File: src/rtl/cps_pkg.sv
// Shared types, codes and a helper function for the contactor precharge sequencer.
package cps_pkg;

   // Field widths.
   localparam int unsigned SocW     = 8;
   localparam int unsigned HoldW    = 16;
   localparam int unsigned TimeW    = 32;
   localparam int unsigned StatusW  = 4;
   localparam int unsigned CsrIdxW  = 3;
   localparam int unsigned CsrDataW = 16;

   // Register indexes on the configuration port.
   localparam logic [CsrIdxW-1:0] CSR_LOW_SOC_THRESHOLD = 3'd0;
   localparam logic [CsrIdxW-1:0] CSR_NEG_HOLD_MS       = 3'd1;
   localparam logic [CsrIdxW-1:0] CSR_PRECHARGE_HOLD_MS = 3'd2;
   localparam logic [CsrIdxW-1:0] CSR_POS_HOLD_MS       = 3'd3;

   // Register reset values.
   localparam logic [SocW-1:0]  LowSocThresholdRst = 8'd30;
   localparam logic [HoldW-1:0] NegHoldRst         = 16'd100;
   localparam logic [HoldW-1:0] PrechargeHoldRst   = 16'd10000;
   localparam logic [HoldW-1:0] PosHoldRst         = 16'd100;

   // Sequencer states; the code is also the reported status.
   typedef enum logic [StatusW-1:0] {
      ST_INIT         = 4'd0,
      ST_CLOSE_NEG    = 4'd1,
      ST_HOLD_NEG     = 4'd2,
      ST_CLOSE_PRE    = 4'd3,
      ST_HOLD_PRE     = 4'd4,
      ST_CLOSE_POS    = 4'd5,
      ST_HOLD_POS     = 4'd6,
      ST_OPEN_PRE     = 4'd7,
      ST_RUNNING      = 4'd8,
      ST_LOW_SOC      = 4'd9,
      ST_ERR_RUNNING  = 4'd10
   } state_type;

   // Configuration registers as seen by the sequencing logic.
   typedef struct packed {
      logic [SocW-1:0]  low_soc_threshold;
      logic [HoldW-1:0] neg_hold_ms;
      logic [HoldW-1:0] precharge_hold_ms;
      logic [HoldW-1:0] pos_hold_ms;
   } cfg_type;

   // One input sample.
   typedef struct packed {
      logic             startup_request;
      logic [SocW-1:0]  charge_pct;
      logic             precharge_closed;
      logic             positive_closed;
      logic             negative_closed;
      logic [TimeW-1:0] now_ms;
   } sample_type;

   // Contactor commands.
   typedef struct packed {
      logic precharge;
      logic positive;
      logic negative;
   } drive_type;

   // Transition decision from the step logic.
   typedef struct packed {
      logic      take;
      state_type target;
   } step_type;

   // Contactor commands that belong to a state.
   function automatic drive_type state_drive(input state_type st);
      drive_type d;
      d = '0;
      case (st)
         ST_CLOSE_NEG, ST_HOLD_NEG: begin
            d.negative = 1'b1;
         end
         ST_CLOSE_PRE, ST_HOLD_PRE: begin
            d.precharge = 1'b1;
            d.negative  = 1'b1;
         end
         ST_CLOSE_POS, ST_HOLD_POS: begin
            d.precharge = 1'b1;
            d.positive  = 1'b1;
            d.negative  = 1'b1;
         end
         ST_OPEN_PRE, ST_RUNNING: begin
            d.positive = 1'b1;
            d.negative = 1'b1;
         end
         default: begin
            d = '0;
         end
      endcase
      return d;
   endfunction

endpackage

File: src/rtl/cps_csr.sv
// Configuration registers of the contactor precharge sequencer.
module cps_csr
   import cps_pkg::*;
(
   input  logic                clock,
   input  logic                reset,
   input  logic                csr_write,
   input  logic [CsrIdxW-1:0]  csr_index,
   input  logic [CsrDataW-1:0] csr_wdata,
   output cfg_type             cfg
);

   cfg_type cfg_ff;
   cfg_type cfg_in;

   // Decode the write; indexes past the last register are dropped.
   always_comb begin
      cfg_in = cfg_ff;
      if (csr_write) begin
         case (csr_index)
            CSR_LOW_SOC_THRESHOLD: cfg_in.low_soc_threshold = csr_wdata[SocW-1:0];
            CSR_NEG_HOLD_MS:       cfg_in.neg_hold_ms       = csr_wdata[HoldW-1:0];
            CSR_PRECHARGE_HOLD_MS: cfg_in.precharge_hold_ms = csr_wdata[HoldW-1:0];
            CSR_POS_HOLD_MS:       cfg_in.pos_hold_ms       = csr_wdata[HoldW-1:0];
            default:               cfg_in = cfg_ff;
         endcase
      end
   end

   always_ff @(posedge clock) begin
      if (reset) begin
         cfg_ff.low_soc_threshold <= LowSocThresholdRst;
         cfg_ff.neg_hold_ms       <= NegHoldRst;
         cfg_ff.precharge_hold_ms <= PrechargeHoldRst;
         cfg_ff.pos_hold_ms       <= PosHoldRst;
      end else begin
         cfg_ff <= cfg_in;
      end
   end

   assign cfg = cfg_ff;

endmodule

File: src/rtl/cps_step.sv
// Transition logic of the contactor precharge sequencer for one sample.
module cps_step
   import cps_pkg::*;
(
   input  logic             started,
   input  state_type        state_cur,
   input  logic [TimeW-1:0] snapshot,
   input  cfg_type          cfg,
   input  sample_type       sample,
   output step_type         step
);

   logic [TimeW-1:0] elapsed;
   logic             neg_done;
   logic             pre_done;
   logic             pos_done;
   logic             pre;
   logic             pos;
   logic             neg;

   assign pre = sample.precharge_closed;
   assign pos = sample.positive_closed;
   assign neg = sample.negative_closed;

   // Wrap-around elapsed time; a negative difference never meets a hold.
   assign elapsed  = sample.now_ms - snapshot;
   assign neg_done = !elapsed[TimeW-1] &&
                     (elapsed >= {{(TimeW-HoldW){1'b0}}, cfg.neg_hold_ms});
   assign pre_done = !elapsed[TimeW-1] &&
                     (elapsed >= {{(TimeW-HoldW){1'b0}}, cfg.precharge_hold_ms});
   assign pos_done = !elapsed[TimeW-1] &&
                     (elapsed >= {{(TimeW-HoldW){1'b0}}, cfg.pos_hold_ms});

   // Priority: first sample, then low charge, then the per-state step.
   always_comb begin
      step.take   = 1'b0;
      step.target = state_cur;
      if (!started) begin
         step.take   = 1'b1;
         step.target = ST_INIT;
      end else if (sample.charge_pct < cfg.low_soc_threshold) begin
         step.take   = 1'b1;
         step.target = ST_LOW_SOC;
      end else begin
         case (state_cur)
            ST_INIT: begin
               if (sample.startup_request && !pre && !pos && !neg) begin
                  step.take   = 1'b1;
                  step.target = ST_CLOSE_NEG;
               end
            end
            ST_CLOSE_NEG: begin
               if (!pre && !pos && neg) begin
                  step.take   = 1'b1;
                  step.target = ST_HOLD_NEG;
               end
            end
            ST_HOLD_NEG: begin
               if (neg_done) begin
                  step.take   = 1'b1;
                  step.target = ST_CLOSE_PRE;
               end
            end
            ST_CLOSE_PRE: begin
               if (pre && neg && !pos) begin
                  step.take   = 1'b1;
                  step.target = ST_HOLD_PRE;
               end
            end
            ST_HOLD_PRE: begin
               if (pre_done) begin
                  step.take   = 1'b1;
                  step.target = ST_CLOSE_POS;
               end
            end
            // Any sensed closure counts here.
            ST_CLOSE_POS: begin
               if (pre || neg || pos) begin
                  step.take   = 1'b1;
                  step.target = ST_HOLD_POS;
               end
            end
            ST_HOLD_POS: begin
               if (pos_done) begin
                  step.take   = 1'b1;
                  step.target = ST_OPEN_PRE;
               end
            end
            // Precharge open, or either main contactor closed.
            ST_OPEN_PRE: begin
               if (!pre || neg || pos) begin
                  step.take   = 1'b1;
                  step.target = ST_RUNNING;
               end
            end
            default: begin
               step.take   = 1'b0;
               step.target = state_cur;
            end
         endcase
      end
   end

endmodule

File: src/rtl/contactor_precharge_sequencer_core.sv
// Top level of the contactor precharge sequencer: sample register, state and result register.
//
//   Channel   Direction  Ports                          Transaction
//   req       in         req_valid/req_stall + fields   one sensor sample
//   rsp       out        rsp_valid/rsp_stall + fields   status and contactor commands
//   csr       in         csr_write/csr_index/csr_wdata  one register write
//
// A sample is registered in the sample register on acceptance and its result then moves
// into the result register; one sample is accepted per cycle while the input is not stalled.
// The sequencer state and transition time update as the sample moves into the
// result register, so the next sample always sees them.
// A stalled result holds the result register and, if the sample register is full,
// stalls the input. Reset is synchronous and restores the register defaults.
module contactor_precharge_sequencer_core
   import cps_pkg::*;
(
   input  logic                clock,
   input  logic                reset,

   input  logic                req_valid,
   output logic                req_stall,
   input  logic                req_startup_request,
   input  logic [SocW-1:0]     req_charge_pct,
   input  logic                req_precharge_closed,
   input  logic                req_positive_closed,
   input  logic                req_negative_closed,
   input  logic [TimeW-1:0]    req_now_ms,

   output logic                rsp_valid,
   input  logic                rsp_stall,
   output logic [StatusW-1:0]  rsp_status,
   output logic                rsp_drive_precharge,
   output logic                rsp_drive_positive,
   output logic                rsp_drive_negative,

   input  logic                csr_write,
   input  logic [CsrIdxW-1:0]  csr_index,
   input  logic [CsrDataW-1:0] csr_wdata
);

   cfg_type          cfg;
   step_type         step;

   logic             smp_valid_ff;
   logic             smp_valid_in;
   sample_type       smp_ff;
   sample_type       smp_in;

   logic             started_ff;
   logic             started_in;
   state_type        state_ff;
   state_type        state_in;
   logic [TimeW-1:0] snap_ff;
   logic [TimeW-1:0] snap_in;

   logic             rsp_valid_ff;
   logic             rsp_valid_in;
   state_type        rsp_state_ff;
   state_type        rsp_state_in;
   drive_type        rsp_drive_ff;
   drive_type        rsp_drive_in;

   logic             out_free;
   logic             advance;
   logic             req_take;

   cps_csr u_csr (
      .clock     (clock),
      .reset     (reset),
      .csr_write (csr_write),
      .csr_index (csr_index),
      .csr_wdata (csr_wdata),
      .cfg       (cfg)
   );

   cps_step u_step (
      .started   (started_ff),
      .state_cur (state_ff),
      .snapshot  (snap_ff),
      .cfg       (cfg),
      .sample    (smp_ff),
      .step      (step)
   );

   // Handshake: the result register frees when empty or when taken.
   assign out_free  = !rsp_valid_ff || !rsp_stall;
   assign advance   = smp_valid_ff && out_free;
   assign req_stall = smp_valid_ff && !out_free;
   assign req_take  = req_valid && !req_stall;

   // Sample register.
   always_comb begin
      smp_valid_in = smp_valid_ff;
      smp_in       = smp_ff;
      if (req_take) begin
         smp_valid_in           = 1'b1;
         smp_in.startup_request  = req_startup_request;
         smp_in.charge_pct       = req_charge_pct;
         smp_in.precharge_closed = req_precharge_closed;
         smp_in.positive_closed  = req_positive_closed;
         smp_in.negative_closed  = req_negative_closed;
         smp_in.now_ms           = req_now_ms;
      end else if (advance) begin
         smp_valid_in = 1'b0;
      end
   end

   // Sequencer state and result register.
   always_comb begin
      started_in   = started_ff;
      state_in     = state_ff;
      snap_in      = snap_ff;
      rsp_valid_in = rsp_valid_ff && rsp_stall;
      rsp_state_in = rsp_state_ff;
      rsp_drive_in = rsp_drive_ff;
      if (advance) begin
         started_in = 1'b1;
         if (step.take) begin
            state_in = step.target;
            snap_in  = smp_ff.now_ms;
         end
         rsp_valid_in = 1'b1;
         rsp_state_in = state_in;
         rsp_drive_in = state_drive(state_in);
      end
   end

   always_ff @(posedge clock) begin
      if (reset) begin
         smp_valid_ff <= 1'b0;
         started_ff   <= 1'b0;
         state_ff     <= ST_INIT;
         snap_ff      <= '0;
         rsp_valid_ff <= 1'b0;
      end else begin
         smp_valid_ff <= smp_valid_in;
         started_ff   <= started_in;
         state_ff     <= state_in;
         snap_ff      <= snap_in;
         rsp_valid_ff <= rsp_valid_in;
      end
   end

   always_ff @(posedge clock) begin
      smp_ff       <= smp_in;
      rsp_state_ff <= rsp_state_in;
      rsp_drive_ff <= rsp_drive_in;
   end

   assign rsp_valid           = rsp_valid_ff;
   assign rsp_status          = rsp_state_ff;
   assign rsp_drive_precharge = rsp_drive_ff.precharge;
   assign rsp_drive_positive  = rsp_drive_ff.positive;
   assign rsp_drive_negative  = rsp_drive_ff.negative;

endmodule

File: config.mk
export PLATFORM = sky130hd
export DESIGN_NAME = contactor_precharge_sequencer_core
export DESIGN_NICKNAME = d
export VERILOG_FILES = /design/src/rtl/cps_pkg.sv /design/src/rtl/cps_csr.sv /design/src/rtl/cps_step.sv /design/src/rtl/contactor_precharge_sequencer_core.sv
export SDC_FILE = /design/constraint.sdc
export NUM_CORES = 1
export LEC_CHECK = 0
export BUFFER_PORTS_ARGS = -buffer_cell sky130_fd_sc_hd__clkbuf_2
export CAP_MARGIN = 25
export CORE_UTILIZATION = 64
export CTS_BUF_LIST = sky130_fd_sc_hd__clkbuf_8
export CTS_CLUSTER_SIZE = 24
export DETAILED_ROUTE_END_ITERATION = 12
export GPL_TIMING_DRIVEN = 1
export PLACE_DENSITY = 0.85
export SLEW_MARGIN = 0
export SYNTH_ARGS = -nofsm -noshare
export SYNTH_HDL_FRONTEND = slang
export SYNTH_SLANG_ARGS = --single-unit
File: constraint.sdc
create_clock -name clock -period 14.95 [get_ports clock]
set_input_delay 2.2425 -clock clock [delete_from_list [all_inputs] [get_ports clock]]
set_output_delay 2.2425 -clock clock [all_outputs]
set_load 0.005 [all_outputs]
==> impl_metrics.csv, run 1 <==
group,metric,value,unit
status,status,"completed",
power_and_ir_drop,pwr-share-seq,43.6,%
placed_design,place_hpwl,13700,um
yosys,synth.top_cell.area_share,21.9,%
routing,drtIter0Drc,540,
yosys,ys_ff_latch,146,
routing,drt-total-wl,19200,um
power_and_ir_drop,switching_share,29.8,%
floorplan,fp.dieH,119,um
placed_design,gp_congestion,0.917,
critical_path,end_kind,"flip-flop",
yosys,synth_area_leaders,"dfxtp_1, edfxtp_1, ha_1",
power_and_ir_drop,switchingPower,299,uW
layout,nNetsFinal,1186,
routing,final_antenna_net_count,0,
yosys,ys_seq_area_share,39.5,%
timing,setup-violations-final,0,
yosys,synth_flop_cell,"dfxtp_1",
clocking,clkLatencyLatePin,0.48,ns
global_routing,grt_max_degree,56,
floorplan,num_io_pins,77,
routing,vias_per_cell,5.85,
critical_path,path_cells,"ha_1, a21o_1, a31o_2, nor2_1, o21ai_0, a21oi_1, o21ai_0, xor2_1, ha_1, a211o_1, a211oi_1, a21oi_1, a211oi_1, nor3_2, a2111oi_2, a21oi_2, o21ai_4, buf_4, mux2i_1, nor2_1",
clocking,numCtsBuffers,17,
timing,worstMarginPinSlew,0.995,ns
timing,rsz0062_at_grt,"no",
yosys,synth.net_count,1122,
timing,slew_violations,0,
global_routing,grt_pass1_vias,6777,
power_and_ir_drop,peakVddDrop,0.0000955,V
yosys,avgSynthCellArea,9.00,sq um
global_routing,antenna_found_initial,0,
global_routing,grt_usage,28.5,%
timing,fin_crit,5.50,ns
power_and_ir_drop,p_int,704,uW
layout,fin_cells,1220,
critical_path,worstSetupStartpointType,"flip-flop",
routing,firstDrtPassIters,8,
floorplan,die_area,14100,sq um
yosys,post-synth-top-area-cell,"dfxtp_1",
yosys,ys_async_sr_fraction,0,%
power_and_ir_drop,clkPwrFrac,34.2,%
global_routing,grt_pass1_wl,31700,um
min_path,hp-class,"flip-flop to flip-flop",
layout,syn2layout_area_growth,10.2,%
global_routing,globalRouteOverflowTotal,0,
job,cap_viol_max_count,0,
timing,setup-tns-final,0,ns
clocking,cts.repair.resized,0,
power_and_ir_drop,p_leak,4.00,nW
layout,final_common_cell,"nand2_1",
timing,finalClockSkew,0.0154,ns
critical_path,cp.required,15.28,ns
yosys,syn_area,8700,sq um
timing,hold_violations,0,
clocking,cts_tree,"yes",
layout,nFillCells,1016,
clocking,hold_buffers,0,
clocking,clockBufferDepth,2,
timing,relSlewSlack,33.0,%
clocking,clock-root-buffer,"clkbuf_8",
critical_path,worst-path-max-fanout,34,
yosys,synth_cell_type_count,74,
floorplan,initial_core_util,65.7,%
layout,antenna_cells,0,
power_and_ir_drop,cellPowerDensity,105,nW/um^2
layout,final_cell_mix,"nand2_1, inv_1, dfxtp_1",
clocking,cts.sinks,146,
critical_path,cp_slowest_cell,"buf_4",
routing,wire_per_inst,15.7,um
routing,vias,7140,
layout,drive_gt1_share,13.4,%
yosys,yosys_warnings,0,
critical_path,arrival,5.83,ns
clocking,cts.htree.levels,4,
yosys,syn-instance-count,967,
clocking,path_clk_slew,0.08,ns
power_and_ir_drop,power_frac_comb,22.2,%
routing,drc_errors,0,
yosys,synth_edf_count,51,
critical_path,path_class,"flip-flop to flip-flop",
floorplan,die_w,119,um
placed_design,io_buffers,76,
clocking,cts_setup_buffers,0,
critical_path,critPathMaxStageDelay,0.48,ns
timing,period_share,36.8,%
timing,fmax,182,MHz
floorplan,num_rows,42,
floorplan,coreArea,13200,sq um
placed_design,placed_cells,1188,
stage by stage:
step | total power [mW] | instance area (sq um) | hold slack, ns | setup slack [ns] | util [%]
finish | 1.00 | 9580 | 0.457 | 9.45 | 72.4
floorplan | 0.607 | 8700 | 0.436 | 10.04 | -
CTS | 1.00 | 9580 | 0.458 | 9.48 | 72.4
global route | 1.05 | 9580 | 0.475 | 9.09 | 72.4
global placement | 0.655 | 9150 | 0.442 | 9.74 | 69.1
detailed placement | 0.661 | 9150 | 0.448 | 9.52 | 69.1
path summary, 6_finish.rpt:
path            startpoint             to  slack, ns  depth (start not counted)
max              smp_ff[4]    snap_ff[19]       9.45                         20
min          u_csr.cfg[23]  u_csr.cfg[23]       0.46                          2
min reg2reg  u_csr.cfg[23]  u_csr.cfg[23]       0.46                          2
max reg2reg      smp_ff[4]    snap_ff[19]       9.45                         20
worst max-delay path: cells and delay by family (launching register included):
family	cells	cell delay (ns)
and+or+nand+nor	3	0.44
muxes	1	0.25
AOI/OAI and AO/OA	12	2.74
xor gates and xnor gates	1	0.28
adders and majority gates	2	0.70
DFF	1	0.42
buffers and inverters	1	0.48
power by group through the flow:
stage	Clock (mW)	Sequential, mW	Combinational, mW
3_3_place_gp	0	0.445	0.209
5_1_grt	0.361	0.439	0.249
4_1_cts	0.345	0.437	0.220
3_5_place_dp	0	0.446	0.215
2_1_floorplan	0	0.444	0.163
6_report	0.343	0.437	0.223
flip-flops by register name, indices dropped and copies added (netlist names):
signal               flops
state_ff                 4
rsp_valid                1
rsp_drive_negative       1
smp_valid_ff             1
started_ff               1
rsp_status               4
rsp_drive_precharge      1
smp_ff                  44
u_csr.cfg               56
rsp_drive_positive       1
snap_ff                 32
final cells by class:
type	instances	area, sq um	share of cell area [%]
repair buffers	83	433	4.52
clock buffers	18	248	2.58
clock inverters	14	184	1.92
well taps	176	220	2.30
flip-flops and latches	146	3430	35.8
multi-input cells	686	4700	49.1
inverters	97	364	3.80
cells in the mapped netlist, drive strengths merged (14+ instances only):
library cell,instances
a21oi,89
edfxtp,51
xnor2,16
o21ai,34
a21o,20
o211ai,20
nand2,135
nor2,77
inv,96
nand3,16
nand4,14
mux2i,39
clkbuf,27
ha,86
dfxtp,95
kinds of logic after synthesis:
group | count (synthesis) | share of synthesized area (%)
AOI/OAI and AO/OA | 238 | 18.7
xor gates and xnor gates | 27 | 2.72
adders and majority gates | 87 | 12.6
buffers and inverters | 135 | 6.69
DFF | 146 | 39.5
muxes | 39 | 4.49
and+or+nand+nor | 295 | 15.3
layer usage:
metal	track usage [%]	up-vias	wire [um]
li1	-	3538	-
met1	38.2	3328	8890
met2	45.8	236	8750
met3	5.36	38	1090
met4	10.4	0	418
met5	0	-	0
No activity file was read; power rests on OpenSTA's default activity.
==> run 2, diff against run 1 <==
--- a/config.mk
+++ b/config.mk
@@ -5,14 +5,15 @@
 export SDC_FILE = /design/constraint.sdc
 export NUM_CORES = 1
 export LEC_CHECK = 0
+export ABC_AREA = 1
 export BUFFER_PORTS_ARGS = -buffer_cell sky130_fd_sc_hd__clkbuf_2
 export CAP_MARGIN = 25
-export CORE_UTILIZATION = 64
+export CORE_UTILIZATION = 63
 export CTS_BUF_LIST = sky130_fd_sc_hd__clkbuf_8
 export CTS_CLUSTER_SIZE = 24
 export DETAILED_ROUTE_END_ITERATION = 12
 export GPL_TIMING_DRIVEN = 1
-export PLACE_DENSITY = 0.85
+export PLACE_DENSITY = 0.83
 export SLEW_MARGIN = 0
 export SYNTH_ARGS = -nofsm -noshare
 export SYNTH_HDL_FRONTEND = slang
==> constraint.sdc (replaced) <==
create_clock -name clock -period 5.6 [get_ports clock]
set_input_delay 0.84 -clock clock [delete_from_list [all_inputs] [get_ports clock]]
set_output_delay 0.84 -clock clock [all_outputs]
set_load 0.005 [all_outputs]
==> run 2 against run 1 <==
  * Clock-buffer cell count unchanged
  * Routed wire length grew 3.1%
  * Critical path depth up 4
  * Largest power group unchanged
  * Critical path type unchanged
==> impl_metrics.csv, run 2 <==
group,metric,value,unit
power_and_ir_drop,cellPowerDensity,280,nW/um^2
clocking,cts.sinks,146,
yosys,synth_flop_cell,"dfxtp_1",
critical_path,end_kind,"flip-flop",
min_path,min_from,"u_csr.cfg[13]",
layout,largest_reg_flops,56,
min_path,hold_end,"u_csr.cfg[13]",
min_path,whs_path_depth,2,
yosys,synth_common_cells,"nand2_1, inv_1, nor2_1",
clocking,cts_tree,"yes",
layout,final_common_cell,"nand2_1",
clocking,cts_setup_buffers,0,
yosys,ys_seq_area_share,37.5,%
global_routing,grt_max_degree,88,
min_path,hp-class,"flip-flop to flip-flop",
yosys,synth_area_leaders,"dfxtp_1, edfxtp_1, nand2_1",
power_and_ir_drop,power_frac_comb,27.8,%
critical_path,worst-path-max-fanout,33,
layout,seqCellArea,3430,sq um
yosys,synth.top_cell.area_share,20.8,%
placed_design,io_buffers,76,
floorplan,initial_core_util,65.3,%
timing,fin_ws,1.47,ns
layout,syn2layout_area_growth,9.52,%
timing,fmax,242,MHz
placed_design,placed_cells,1502,
floorplan,num_io_pins,77,
layout,fin_cells,1534,
yosys,ys_ff_latch,146,
floorplan,die_area,15000,sq um
timing,setup-tns-final,0,ns
timing,worstMarginPinSlew,0.998,ns
floorplan,fp.dieH,123,um
status,status,"completed",
global_routing,grt_pass1_wl,33100,um
placed_design,gp_congestion,0.925,
routing,vias,8026,
placed_design,place_hpwl,15200,um
clocking,hold_buffers,0,
yosys,yosys_warnings,0,
layout,multi_input_area,4630,sq um
routing,drt-total-wl,19800,um
global_routing,globalRouteOverflowTotal,0,
yosys,yosysMostFrequentCell,"nand2_1",
clocking,clock-root-buffer,"clkbuf_8",
yosys,synth_cell_type_count,40,
yosys,synth_edf_count,51,
routing,drc_errors,0,
routing,final_antenna_net_count,0,
power_and_ir_drop,p_leak,5.04,nW
routing,wire_per_inst,12.9,um
floorplan,coreArea,14000,sq um
timing,hold_violations,0,
layout,drive_gt1_share,11.7,%
layout,nNetsFinal,1496,
critical_path,worstSetupStartpointType,"flip-flop",
floorplan,die_w,123,um
routing,vias_per_cell,5.23,
critical_path,regToRegEndpoint,"snap_ff[31]",
timing,finalClockSkew,0.0106,ns
yosys,avgSynthCellArea,7.22,sq um
power_and_ir_drop,switching_share,32.6,%
routing,drtIter0Drc,498,
layout,final_cell_mix,"nand2_1, inv_1, nor2_1",
floorplan,num_rows,43,
power_and_ir_drop,peakVddDrop,0.000343,V
yosys,synth.net_count,1424,
clocking,numCtsBuffers,17,
global_routing,grt_usage,28.2,%
clocking,cts.repair.resized,0,
power_and_ir_drop,switchingPower,917,uW
clocking,clkLatencyLatePin,0.46,ns
timing,setup-violations-final,0,
timing,relSlewSlack,33.3,%
clocking,cts.htree.levels,4,
yosys,syn_area,9160,sq um
power_and_ir_drop,clkPwrFrac,30.0,%
layout,antenna_cells,0,
clocking,path_clk_slew,0.08,ns
yosys,syn-instance-count,1269,
placed_design,place_worst_setup_slack,1.50,ns
critical_path,worst_r2r_path_depth,24,
global_routing,grt_pass1_vias,7394,
critical_path,cp.required,5.95,ns
timing,fin_crit,4.13,ns
critical_path,r2r_setup_slack,1.47,ns
power_and_ir_drop,p_int,1.89,mW
critical_path,r2r_start,"smp_ff[0]",
yosys,ys_async_sr_fraction,0,%
routing,firstDrtPassIters,5,
critical_path,path_class,"flip-flop to flip-flop",
timing,rsz0062_at_grt,"no",
critical_path,arrival,4.48,ns
power_and_ir_drop,pwr-share-seq,42.3,%
yosys,post-synth-top-area-cell,"dfxtp_1",
global_routing,antenna_found_initial,0,
clocking,clockBufferDepth,2,
timing,slew_violations,0,
layout,nFillCells,1203,
job,cap_viol_max_count,0,
timing,period_share,73.8,%
==> run 2: critical path, stage by stage (launching register included) <==
cell      delay (ns)
edfxtp_1        0.34
inv_1           0.04
ha_1            0.21
fa_1            0.40
inv_1           0.13
nand2_1         0.07
nand3_1         0.18
xor2_1          0.32
ha_1            0.31
nand2_1         0.07
nor2_1          0.04
a211oi_1        0.17
o21ai_0         0.16
nand2_1         0.10
a21oi_1         0.06
nor2_1          0.11
nand3_1         0.09
nand2_1         0.07
nand2_1         0.08
nor2_2          0.09
nand3_2         0.08
nand2_4         0.31
inv_4           0.29
nor2_2          0.15
nor2_1          0.06
==> run 2: cell families (layout without fill, tap and decap cells) <==
family | after synthesis | after routing | synth area share [%]
simple gates | 533 | 533 | 24.9
buf+inv | 279 | 364 | 12.0
compound gates | 209 | 209 | 12.3
flops | 146 | 146 | 37.5
fa+ha+maj | 87 | 87 | 12.0
xor+xnor | 15 | 15 | 1.43
==> run 2: cell type report <==
cell class	instances	share of cell area (%)
multi-input cells	844	46.2
flip-flops and latches	146	34.2
inverters	255	9.56
repair buffers	77	3.86
clock buffers	18	2.47
well taps	180	2.24
clock inverters	14	1.48
==> run 2: stage by stage <==
stage / hold WS [ns] / utilization (%) / total power [mW] / area [sq um]
global route: 0.481 / 71.5 / 3.00 / 10000
global placement: 0.445 / 68.6 / 1.96 / 9640
finish: 0.463 / 71.5 / 2.81 / 10000
CTS: 0.466 / 71.5 / 2.82 / 10000
detailed placement: 0.454 / 68.6 / 1.98 / 9640
floorplan: 0.431 / - / 1.79 / 9160
==> run 2: layer usage <==
layer / up-vias / track usage [%] / part of all wire, %
met3: 17 / 6.13 / 5.0
met2: 189 / 47.8 / 46
li1: 4197 / - / -
met5: - / 0 / 0
met4: 0 / 6.71 / 1.1
met1: 3623 / 36.5 / 48
==> run 2: worst max-delay path by stage <==
stage / cells after the start / slack, ns / start / end
floorplan: 24 / 2.37 / smp_ff[0] / rsp_drive_positive
global placement: 23 / 1.61 / smp_ff[3] / snap_ff[0]
detailed placement: 24 / 1.50 / smp_ff[0] / snap_ff[31]
CTS: 24 / 1.50 / smp_ff[0] / snap_ff[31]
global route: 23 / 1.12 / smp_ff[3] / snap_ff[6]
finish: 24 / 1.47 / smp_ff[0] / snap_ff[31]
==> run 2: power groups by stage <==
| stage | sequential [mW] | clock, mW | combinational [mW] |
|---|---|---|---|
| finish | 1.19 | 0.841 | 0.780 |
| global route | 1.19 | 0.905 | 0.900 |
| CTS | 1.19 | 0.853 | 0.776 |
| detailed placement | 1.21 | 0 | 0.769 |
| global placement | 1.21 | 0 | 0.747 |
| floorplan | 1.20 | 0 | 0.586 |
